File: src/hdl/cpd_pkg.sv
// Shared types and constants for the checksummed packet deframer.
// No dependencies; used by cpd_parser and checksummed_packet_deframer.
package cpd_pkg;

  // Parser phase codes.
  localparam logic [1:0] PhLen  = 2'd0;
  localparam logic [1:0] PhSum  = 2'd1;
  localparam logic [1:0] PhCmd  = 2'd2;
  localparam logic [1:0] PhData = 2'd3;

  // Length, checksum and command bytes form the packet header.
  localparam logic [7:0] HdrBytes = 8'd3;

  typedef struct packed {
    logic       is_payload;
    logic [7:0] out_byte;
    logic       last;
    logic       sum_ok;
  } cpd_result_t;

endpackage

File: src/hdl/checksummed_packet_deframer.sv
// Top level of the checksummed packet deframer: input register, parser, result register.
// Depends on cpd_pkg and cpd_parser.
//
//   Channel   Signals                                         Direction
//   -------   ---------------------------------------------   ---------
//   in        in_valid_i, in_ready_o, in_byte_i               sink
//   out       out_valid_o, out_ready_i, is_payload_o,
//             out_byte_o, last_o, sum_ok_o                    source
//
// Each received byte is taken into an input register, decoded by the parser in the
// following cycle and, if it is a command or payload byte, written to the result register.
// One byte is accepted per cycle unless the input stalls.
// The input register advances whenever its byte gives no result or the result register
// is empty or being drained. While a result waits, one more byte can still be taken; if
// that held byte also gives a result, the input stalls until the waiting result is taken.
// Reset (rst_ni low, asynchronous) empties both registers and puts the parser back to
// waiting for a length byte with zero counters and sums.
module checksummed_packet_deframer import cpd_pkg::*; (
  input  logic       clk_i,
  input  logic       rst_ni,
  input  logic       in_valid_i,
  output logic       in_ready_o,
  input  logic [7:0] in_byte_i,
  output logic       out_valid_o,
  input  logic       out_ready_i,
  output logic       is_payload_o,
  output logic [7:0] out_byte_o,
  output logic       last_o,
  output logic       sum_ok_o
);

  logic        in_valid_q;
  logic [7:0]  in_byte_q;
  logic        out_valid_q;
  cpd_result_t out_q;

  logic        emit;
  cpd_result_t result;
  logic        advance;
  logic        out_load;

  // The parser commits its state only when the held byte moves on.
  cpd_parser u_parser (
    .clk_i    (clk_i),
    .rst_ni   (rst_ni),
    .step_i   (advance),
    .byte_i   (in_byte_q),
    .emit_o   (emit),
    .result_o (result)
  );

  // The held byte may leave when it gives no result or the result slot will be free.
  assign advance    = in_valid_q && (!emit || !out_valid_q || out_ready_i);
  assign out_load   = advance && emit;
  assign in_ready_o = !in_valid_q || advance;

  always_ff @(posedge clk_i or negedge rst_ni) begin
    if (!rst_ni) begin
      in_valid_q <= 1'b0;
    end else if (in_ready_o) begin
      in_valid_q <= in_valid_i;
    end
  end

  always_ff @(posedge clk_i) begin
    if (in_ready_o && in_valid_i) begin
      in_byte_q <= in_byte_i;
    end
  end

  always_ff @(posedge clk_i or negedge rst_ni) begin
    if (!rst_ni) begin
      out_valid_q <= 1'b0;
    end else if (out_load) begin
      out_valid_q <= 1'b1;
    end else if (out_ready_i) begin
      out_valid_q <= 1'b0;
    end
  end

  always_ff @(posedge clk_i) begin
    if (out_load) begin
      out_q <= result;
    end
  end

  assign out_valid_o  = out_valid_q;
  assign is_payload_o = out_q.is_payload;
  assign out_byte_o   = out_q.out_byte;
  assign last_o       = out_q.last;
  assign sum_ok_o     = out_q.sum_ok;

  // The input side stalls only while a byte is held.
  assert property (@(posedge clk_i) disable iff (!rst_ni)
    !in_ready_o |-> in_valid_q)
    else $error("input stalled with an empty input register");

  // A stalled result is never overwritten.
  assert property (@(posedge clk_i) disable iff (!rst_ni)
    out_valid_q && !out_ready_i |-> !out_load)
    else $error("result register overwritten while stalled");

  // The checksum verdict is zero on every byte but the last of a packet.
  assert property (@(posedge clk_i) disable iff (!rst_ni)
    out_valid_o && !last_o |-> !sum_ok_o)
    else $error("sum_ok set on a non-final byte");

endmodule

File: src/hdl/cpd_parser.sv
// Packet parser state and per-byte decode for the deframer.
// Depends on cpd_pkg.
module cpd_parser import cpd_pkg::*; (
  input  logic        clk_i,
  input  logic        rst_ni,
  input  logic        step_i,
  input  logic [7:0]  byte_i,
  output logic        emit_o,
  output cpd_result_t result_o
);

  logic [1:0] phase_q, phase_d;
  logic [7:0] bytes_left_q, bytes_left_d;
  logic [7:0] expected_sum_q, expected_sum_d;
  logic [7:0] running_sum_q, running_sum_d;
  logic       fin;

  always_comb begin
    phase_d        = phase_q;
    bytes_left_d   = bytes_left_q;
    expected_sum_d = expected_sum_q;
    running_sum_d  = running_sum_q;
    fin            = 1'b0;
    emit_o         = 1'b0;
    result_o       = '0;
    case (phase_q)
      PhLen: begin
        if (byte_i >= HdrBytes) begin
          bytes_left_d = byte_i - HdrBytes;
          phase_d      = PhSum;
        end
      end
      PhSum: begin
        expected_sum_d = byte_i;
        phase_d        = PhCmd;
      end
      PhCmd: begin
        running_sum_d = byte_i;
        fin           = (bytes_left_q == 8'd0);
        phase_d       = fin ? PhLen : PhData;
        emit_o        = 1'b1;
      end
      default: begin
        running_sum_d = running_sum_q + byte_i;
        fin           = (bytes_left_q <= 8'd1);
        bytes_left_d  = fin ? 8'd0 : bytes_left_q - 8'd1;
        if (fin) begin
          phase_d = PhLen;
        end
        emit_o = 1'b1;
      end
    endcase
    result_o.is_payload = (phase_q == PhData);
    result_o.out_byte   = byte_i;
    result_o.last       = fin;
    result_o.sum_ok     = fin && (running_sum_d == expected_sum_q);
  end

  always_ff @(posedge clk_i or negedge rst_ni) begin
    if (!rst_ni) begin
      phase_q        <= PhLen;
      bytes_left_q   <= 8'd0;
      expected_sum_q <= 8'd0;
      running_sum_q  <= 8'd0;
    end else if (step_i) begin
      phase_q        <= phase_d;
      bytes_left_q   <= bytes_left_d;
      expected_sum_q <= expected_sum_d;
      running_sum_q  <= running_sum_d;
    end
  end

  // A command byte always moves the parser out of the command phase.
  assert property (@(posedge clk_i) disable iff (!rst_ni)
    step_i && phase_q == PhCmd |=> phase_q != PhCmd)
    else $error("parser stayed in command phase");

  // A short length byte leaves the parser waiting for a length.
  assert property (@(posedge clk_i) disable iff (!rst_ni)
    step_i && phase_q == PhLen && byte_i < HdrBytes |=> phase_q == PhLen)
    else $error("short length byte was not skipped");

  // Only command and payload bytes produce a result.
  assert property (@(posedge clk_i) disable iff (!rst_ni)
    emit_o |-> (phase_q == PhCmd || phase_q == PhData))
    else $error("result from a header byte");

endmodule
File: config.mk
export PLATFORM = sky130hd
export DESIGN_NAME = checksummed_packet_deframer
export DESIGN_NICKNAME = d
export VERILOG_FILES = /design/src/hdl/cpd_pkg.sv /design/src/hdl/checksummed_packet_deframer.sv /design/src/hdl/cpd_parser.sv
export SDC_FILE = /design/constraint.sdc
export NUM_CORES = 1
export LEC_CHECK = 0
export BUFFER_PORTS_ARGS = -buffer_cell sky130_fd_sc_hd__buf_2
export CAP_MARGIN = 10
export CORE_UTILIZATION = 60
export CTS_CLUSTER_SIZE = 30
export DETAILED_ROUTE_END_ITERATION = 8
export PLACE_DENSITY = 0.8
export SYNTH_ARGS = -nofsm -noshare
export SYNTH_HDL_FRONTEND = slang
export SYNTH_SLANG_ARGS = --single-unit
File: constraint.sdc
create_clock -name clk_i -period 5.5 [get_ports clk_i]
set_input_delay 1.1 -clock clk_i [delete_from_list [all_inputs] [get_ports clk_i]]
set_output_delay 1.1 -clock clk_i [all_outputs]
set_load 0.02 [all_outputs]
==> results of run 1 <==
==> cells in the mapped netlist, types with 2 or more instances <==
cell / number
a211oi_1: 3
a21oi_1: 28
a221o_1: 4
a22oi_1: 5
a31oi_1: 3
and2_1: 2
and3_1: 2
buf_2: 2
clkbuf_1: 12
dfrtp_1: 28
edfxtp_1: 19
ha_1: 14
inv_1: 8
mux2_2: 8
nand2_1: 18
nand2b_1: 5
nand3_1: 9
nand4_1: 2
nor2_1: 20
nor2b_1: 3
nor3_1: 6
nor3b_1: 2
nor4_1: 2
nor4b_1: 3
o21ai_0: 11
o21ai_1: 17
o22ai_1: 2
o31ai_1: 2
or3_1: 4
xnor2_1: 11
xor2_1: 9
==> state kept, by name, indices dropped and copies added (netlist names) <==
signal / cells
u_parser.bytes_left_q: 8
in_byte_q: 8
u_parser.expected_sum_q: 8
in_valid_q: 1
last_o: 1
is_payload_o: 1
u_parser.phase_q: 2
out_valid_o: 1
u_parser.running_sum_q: 8
out_byte_o: 8
sum_ok_o: 1
==> through the flow <==
step / total power, mW / utilization (%) / worst slack, ps / area, sq um
3_3_place_gp: 1.46 / 65.7 / 2550 / 2900
2_1_floorplan: 1.32 / - / 2870 / 2780
5_1_grt: 1.83 / 67.6 / 2050 / 2980
4_1_cts: 1.69 / 67.6 / 2260 / 2980
6_report: 1.70 / 67.6 / 2210 / 2980
3_5_place_dp: 1.49 / 65.7 / 2420 / 2900
==> worst min-delay path: stages (launching register included) <==
cell and delay, ps:
dfrtp_1 360, o21ai_1 60, o21ai_1 60
==> worst max-delay path by stage <==
stage                        start                  endpoint  slack, ps  cells after the start
2_1_floorplan          out_ready_i                in_ready_o       2870                      3
3_3_place_gp           out_ready_i  u_parser.bytes_left_q[1]       2550                      7
5_1_grt        u_parser.phase_q[0]                in_ready_o       2050                      6
4_1_cts        u_parser.phase_q[0]                in_ready_o       2260                      6
6_report       u_parser.phase_q[0]                in_ready_o       2210                      6
3_5_place_dp   u_parser.phase_q[0]  u_parser.bytes_left_q[5]       2420                      8
==> power by group through the flow <==
stage                     Combinational [mW]  Clock (mW)  Sequential [mW]
after floorplan                        0.706           0            0.615
after global placement                 0.853           0            0.611
after detailed placement               0.876           0            0.614
after CTS                              0.878       0.206            0.610
after global routing                   0.980       0.221            0.630
final                                  0.886       0.204            0.613
==> area by class of cell <==
type / instances / area share [%]
Timing Repair Buffer: 24 / 4.03
Multi-Input combinational cell: 212 / 47.4
Tap cell: 52 / 2.18
Inverter: 8 / 1.01
Sequential cell: 47 / 42.6
Clock inverter: 3 / 0.503
Clock buffer: 5 / 2.31
==> placed cells by master (no fill, tap or decap), types with 3 or more instances in the layout <==
cell	Yosys	final
a211oi_1	3	3
a21oi_1	28	28
a221o_1	4	4
a22oi_1	5	5
a31oi_1	3	3
buf_2	2	24
clkbuf_8	0	5
clkinv_2	0	3
dfrtp_1	28	28
edfxtp_1	19	19
ha_1	14	14
inv_1	8	8
mux2_2	8	8
nand2_1	18	18
nand2b_1	5	5
nand3_1	9	9
nor2_1	20	20
nor2b_1	3	3
nor3_1	6	6
nor4b_1	3	3
o21ai_0	11	11
o21ai_1	17	17
or3_1	4	4
xnor2_1	11	11
xor2_1	9	9
==> cells by family (layout without fill, tap and decap cells) <==
| group | after synthesis | count (layout) |
|---|---|---|
| compound gates | 86 | 86 |
| simple gates | 83 | 83 |
| xor+xnor | 20 | 20 |
| buf+inv | 23 | 40 |
| flops | 47 | 47 |
| fa+ha+maj | 15 | 15 |
| mux | 8 | 8 |
==> metal layers <==
| metal | wire length, um | up-vias | track usage (%) |
|---|---|---|---|
| met5 | 0 | - | 0 |
| met4 | 113 | 0 | 10.4 |
| met3 | 385 | 10 | 5.92 |
| met2 | 2660 | 97 | 37.9 |
| met1 | 2550 | 1056 | 33.3 |
| li1 | - | 1067 | - |
==> impl_metrics.csv, run 1 <==
group,metric,value,unit
yosys,ys.flop_type,"dfrtp_1",
global_routing,grt_pass1_vias,2003,
timing,max_freq,304,MHz
floorplanning,dieArea,4910,sq um
setup_path,cp_max_fo,14,
yosys,synthDistinctLibCells,49,
drt,first_pass_iters,5,
place,dp_hpwl,3.90,mm
drt,drt.antenna.violating_nets,0,
setup_path,cpPeakStageDelay,480,ps
final_layout,fillers,354,
yosys,synth_top_area_share,25.2,%
timing,slew-limit-headroom,23.9,%
final_layout,layout-drive-gt1-share,14.4,%
setup_path,cp-start-kind,"register",
power,p_clk_share,12.0,%
timing,hold_ws,520,ps
setup_path,end_kind,"primary output",
hold_path,min_path_type,"reg2reg",
yosys,yosysTopAreaCell,"dfrtp_1",
power,combinationalPowerShare,52.0,%
yosys,synth_edf_count,19,
drt,drt-vias-per-instance,6.35,
cts,clk_transition_reported_paths,90,ps
floorplanning,initial_utilization,63.0,%
drt,route.detailed.drc,0,
yosys,synth_fp_nets,309,
yosys,synth-xor-area-share,6.30,%
power,p_int,955,uW
power,p_seq_share,36.0,%
power,switching_share,44.0,%
timing,fin_setup_tns,0,ps
cts,cts_tree,"built",
floorplanning,die_h,70.1,um
setup_path,path_delay_family,"simple AND/OR/NAND/NOR gates",
place,dp_cells,343,
final_layout,antenna_cells,0,
global_routing,grt-ovfl-total,0,
final_layout,fin_nets,325,
cts,clock-sinks,47,
setup_path,required,4400,ps
timing,slew_viol_final,0,
yosys,yosysSeqAreaShare,45.7,%
cts,hold_buffers,0,
drt,vias,2230,
yosys,synth.area.top_cells,"dfrtp_1 (25%), edfxtp_1 (21%), ha_1 (6.3%)",
final_layout,fin_cells,351,
place,portBuffers,24,
cts,root_buffer,"clkbuf_8",
yosys,netlist_area,2780,sq um
hold_path,whs_endpoint,"u_parser.bytes_left_q[7]",
global_routing,grt_antenna_before_repair,0,
power,leakage,1.22,nW
cts,cts_setup_buffers,0,
status,outcome,"complete, no violations",
setup_path,cp_slowest_cell,"ha_1",
yosys,async_reset_ff_share,59.6,%
drt,dr.first_iter.drc_count,194,
floorplanning,core-area,4410,sq um
cts,clk_latency,310,ps
yosys,synthCells,282,
yosys,yosys.area_share.simple,15.3,%
power,power_density,571,nW/um^2
global_routing,grt_pass1_wl,9.32,mm
timing,hold_violations,0,
floorplanning,io_pins,25,
setup_path,r2r_slack,2340,ps
yosys,avgSynthCellArea,9.86,sq um
floorplanning,rows,24,
final_layout,area.sequential,1270,sq um
timing,fin_worst_skew,9.79,ps
global_routing,track_usage,24.6,%
final_layout,syn2layout_area_growth,7.29,%
drt,totalWireLength,5.72,mm
yosys,synthMuxAreaShare,3.24,%
setup_path,r2r_cells,8,
hold_path,min_from,"u_parser.bytes_left_q[7]",
timing,period_share,59.9,%
setup_path,crit_chain,"inv_1 > ha_1 > or2_1 > nor2_1 > nand2_1 > buf_2",
yosys,yosys_warnings,0,
final_layout,multiInputGateArea,1410,sq um
cts,numCtsBuffers,5,
timing,rsz0062_at_grt,"false",
job,cap_violations,0,
drt,wl_per_cell,16.3,um
global_routing,grt_max_degree,37,
cts,clock_path_buffers,2,
yosys,synth_seq_cells,47,
hold_path,worstHoldPathCells,2,
cts,cts.repair.resized,0,
setup_path,worstPathArrival,2190,ps
setup_path,crit_buf_inv,2,
cts,h-tree-depth,2,
timing,post-route-min-period,3290,ps
floorplanning,fp.dieW,70.1,um
setup_path,r2r_start,"u_parser.phase_q[0]",
setup_path,r2r_end,"u_parser.bytes_left_q[5]",
power,p_switching,749,uW
yosys,synth_top_family_by_area,"compound AO/OA/AOI/OAI gates",
setup_path,path_class,"reg2out",
place,gp_congestion,0.814,
timing,worstMarginPinSlew,1140,ps
yosys,synth-compound-area-share,19.0,%
yosys,synth_adder_area_share,7.02,%
timing,setup_viol,0,
power,ir_drop,0.275,mV
Note: power is estimated with default switching activity, not from simulation.
==> inputs of run 2 (changes only) <==
CORE_UTILIZATION = 54   (was 60)
PLACE_DENSITY = 0.76   (was 0.8)
clock period = 2.9 ns   (was 5.5 ns; I/O delays follow)
==> run 2 against run 1 <==
Net effect: clock-buffer cell count increased by 2; setup slack worse by 2000 ps; sequential share of layout area fell by 1.4 points; clock power grew 92%; core utilization is 4.0 points lower; final area up 3.3%; sequential cell count is the same; non-clock buffer count increased by 11.
==> impl_metrics.csv, run 2 (same netlist as run 1, synthesis figures left out) <==
group,metric,value,unit
drt,dr.first_iter.drc_count,220,
place,placed_area,3000,sq um
final_layout,most-common-layout-cells,"a21oi_1 (28), dfrtp_1 (28), buf_2 (24), nor2_1 (20), edfxtp_1 (19)",
timing,max_freq,372,MHz
floorplanning,core-area,4850,sq um
floorplanning,rows,25,
cts,clk_transition_reported_paths,90,ps
drt,vias,2301,
timing,rsz0062_at_grt,"false",
global_routing,track_usage,25.7,%
floorplanning,io_pins,25,
timing,worstMarginPinSlew,876,ps
timing,post-route-min-period,2690,ps
cts,clk_latency,320,ps
global_routing,grt-ovfl-total,0,
drt,drt-vias-per-instance,6.10,
cts,clock_path_buffers,2,
setup_path,r2r_end,"sum_ok_o",
power,leakage,1.27,nW
setup_path,r2r_slack,210,ps
setup_path,path_class,"reg2reg",
cts,hold_buffers,0,
final_layout,fin_nets,336,
cts,numCtsBuffers,5,
timing,fin_setup_tns,0,ps
final_layout,syn2layout_area_growth,10.8,%
floorplanning,dieArea,5440,sq um
floorplanning,initial_utilization,57.3,%
setup_path,r2r_start,"u_parser.phase_q[0]",
setup_path,end_kind,"register",
power,power_density,1090,nW/um^2
final_layout,layout-drive-gt1-share,16.8,%
drt,wl_per_cell,16.8,um
drt,route.detailed.drc,0,
final_layout,fillers,398,
cts,root_buffer,"clkbuf_8",
global_routing,grt_pass1_vias,2131,
timing,fin_worst_skew,13.9,ps
setup_path,worstPathArrival,2840,ps
hold_path,min_path_type,"in2async",
floorplanning,die_h,73.8,um
global_routing,grt_antenna_before_repair,0,
floorplanning,fp.dieW,73.8,um
drt,totalWireLength,6.33,mm
power,ir_drop,0.585,mV
drt,drt.antenna.violating_nets,0,
timing,slew-limit-headroom,41.6,%
global_routing,grt_pass1_wl,10.3,mm
cts,clock-sinks,47,
drt,first_pass_iters,4,
cts,cts.repair.resized,0,
place,dp_hpwl,4.42,mm
timing,hold_ws,266,ps
timing,period_share,92.8,%
job,cap_violations,0,
place,gp_congestion,0.883,
setup_path,cp-start-kind,"register",
status,outcome,"complete, no violations",
final_layout,antenna_cells,0,
setup_path,required,3050,ps
global_routing,grt_max_degree,29,
timing,hold_violations,0,
timing,setup_viol,0,
setup_path,cp_max_fo,28,
cts,cts_setup_buffers,0,
setup_path,r2r_cells,7,
cts,h-tree-depth,2,
power,power,3.35,mW
final_layout,final_area,3080,sq um
cts,cts_tree,"built",
timing,slew_viol_final,0,
place,portBuffers,24,
run 2: cell count changes in the layout (fill, tap and decap cells not counted), sizes merged:
| cell | previous run | this run |
|---|---|---|
| buf | 24 | 35 |
| clkbuf | 5 | 7 |
| clkinv | 3 | 1 |
run 2: worst max-delay path, cell delays in order, from the launching register on:
cell      delay, ps
dfrtp_1         440
ha_1            530
nor3b_1         280
a211oi_1        330
o211ai_2        180
xnor2_1         160
or3_1           400
nor4_2          200
run 2: worst max-delay path by stage:
stage	startpoint	end	slack (ps)
floorplan	in_byte_q[0]	sum_ok_o	500
global route	in_byte_q[0]	sum_ok_o	7
finish	u_parser.phase_q[0]	sum_ok_o	210
global placement	in_byte_q[0]	sum_ok_o	360
CTS	u_parser.phase_q[0]	sum_ok_o	270
detailed placement	in_byte_q[0]	sum_ok_o	330
run 2: where the power goes:
part	switching [mW]	leakage [nW]	internal (mW)	total [mW]
sequential	0.209	0.522	0.952	1.16
combinational	1.06	0.701	0.745	1.80
clock	0.222	0.0422	0.170	0.392
total	1.49	1.27	1.87	3.35
run 2: per-layer routing:
metal | GRT usage (%) | vias to the layer above | wire length, um
met5 | 0 | - | 0
met4 | 13.0 | 0 | 197
met3 | 4.94 | 19 | 468
met2 | 41.8 | 100 | 3010
met1 | 32.5 | 1095 | 2660
li1 | - | 1087 | -
run 2: final cells by class:
cell class	count	area [sq um]	share of cell area (%)
Multi-Input combinational cell	212	1410	45.8
Sequential cell	47	1270	41.3
Timing Repair Buffer	35	203	6.58
Tap cell	67	83.8	2.72
Clock buffer	7	76.3	2.48
Inverter	8	30.0	0.974
Clock inverter	1	5.00	0.162
run 2: through the flow:
step | setup WS, ps | util [%] | std cells
3_5_place_dp | 331 | 61.9 | 369
3_3_place_gp | 363 | 61.9 | 369
5_1_grt | 6.76 | 63.6 | 377
4_1_cts | 265 | 63.6 | 377
6_report | 209 | 63.6 | 377
2_1_floorplan | 496 | - | 282
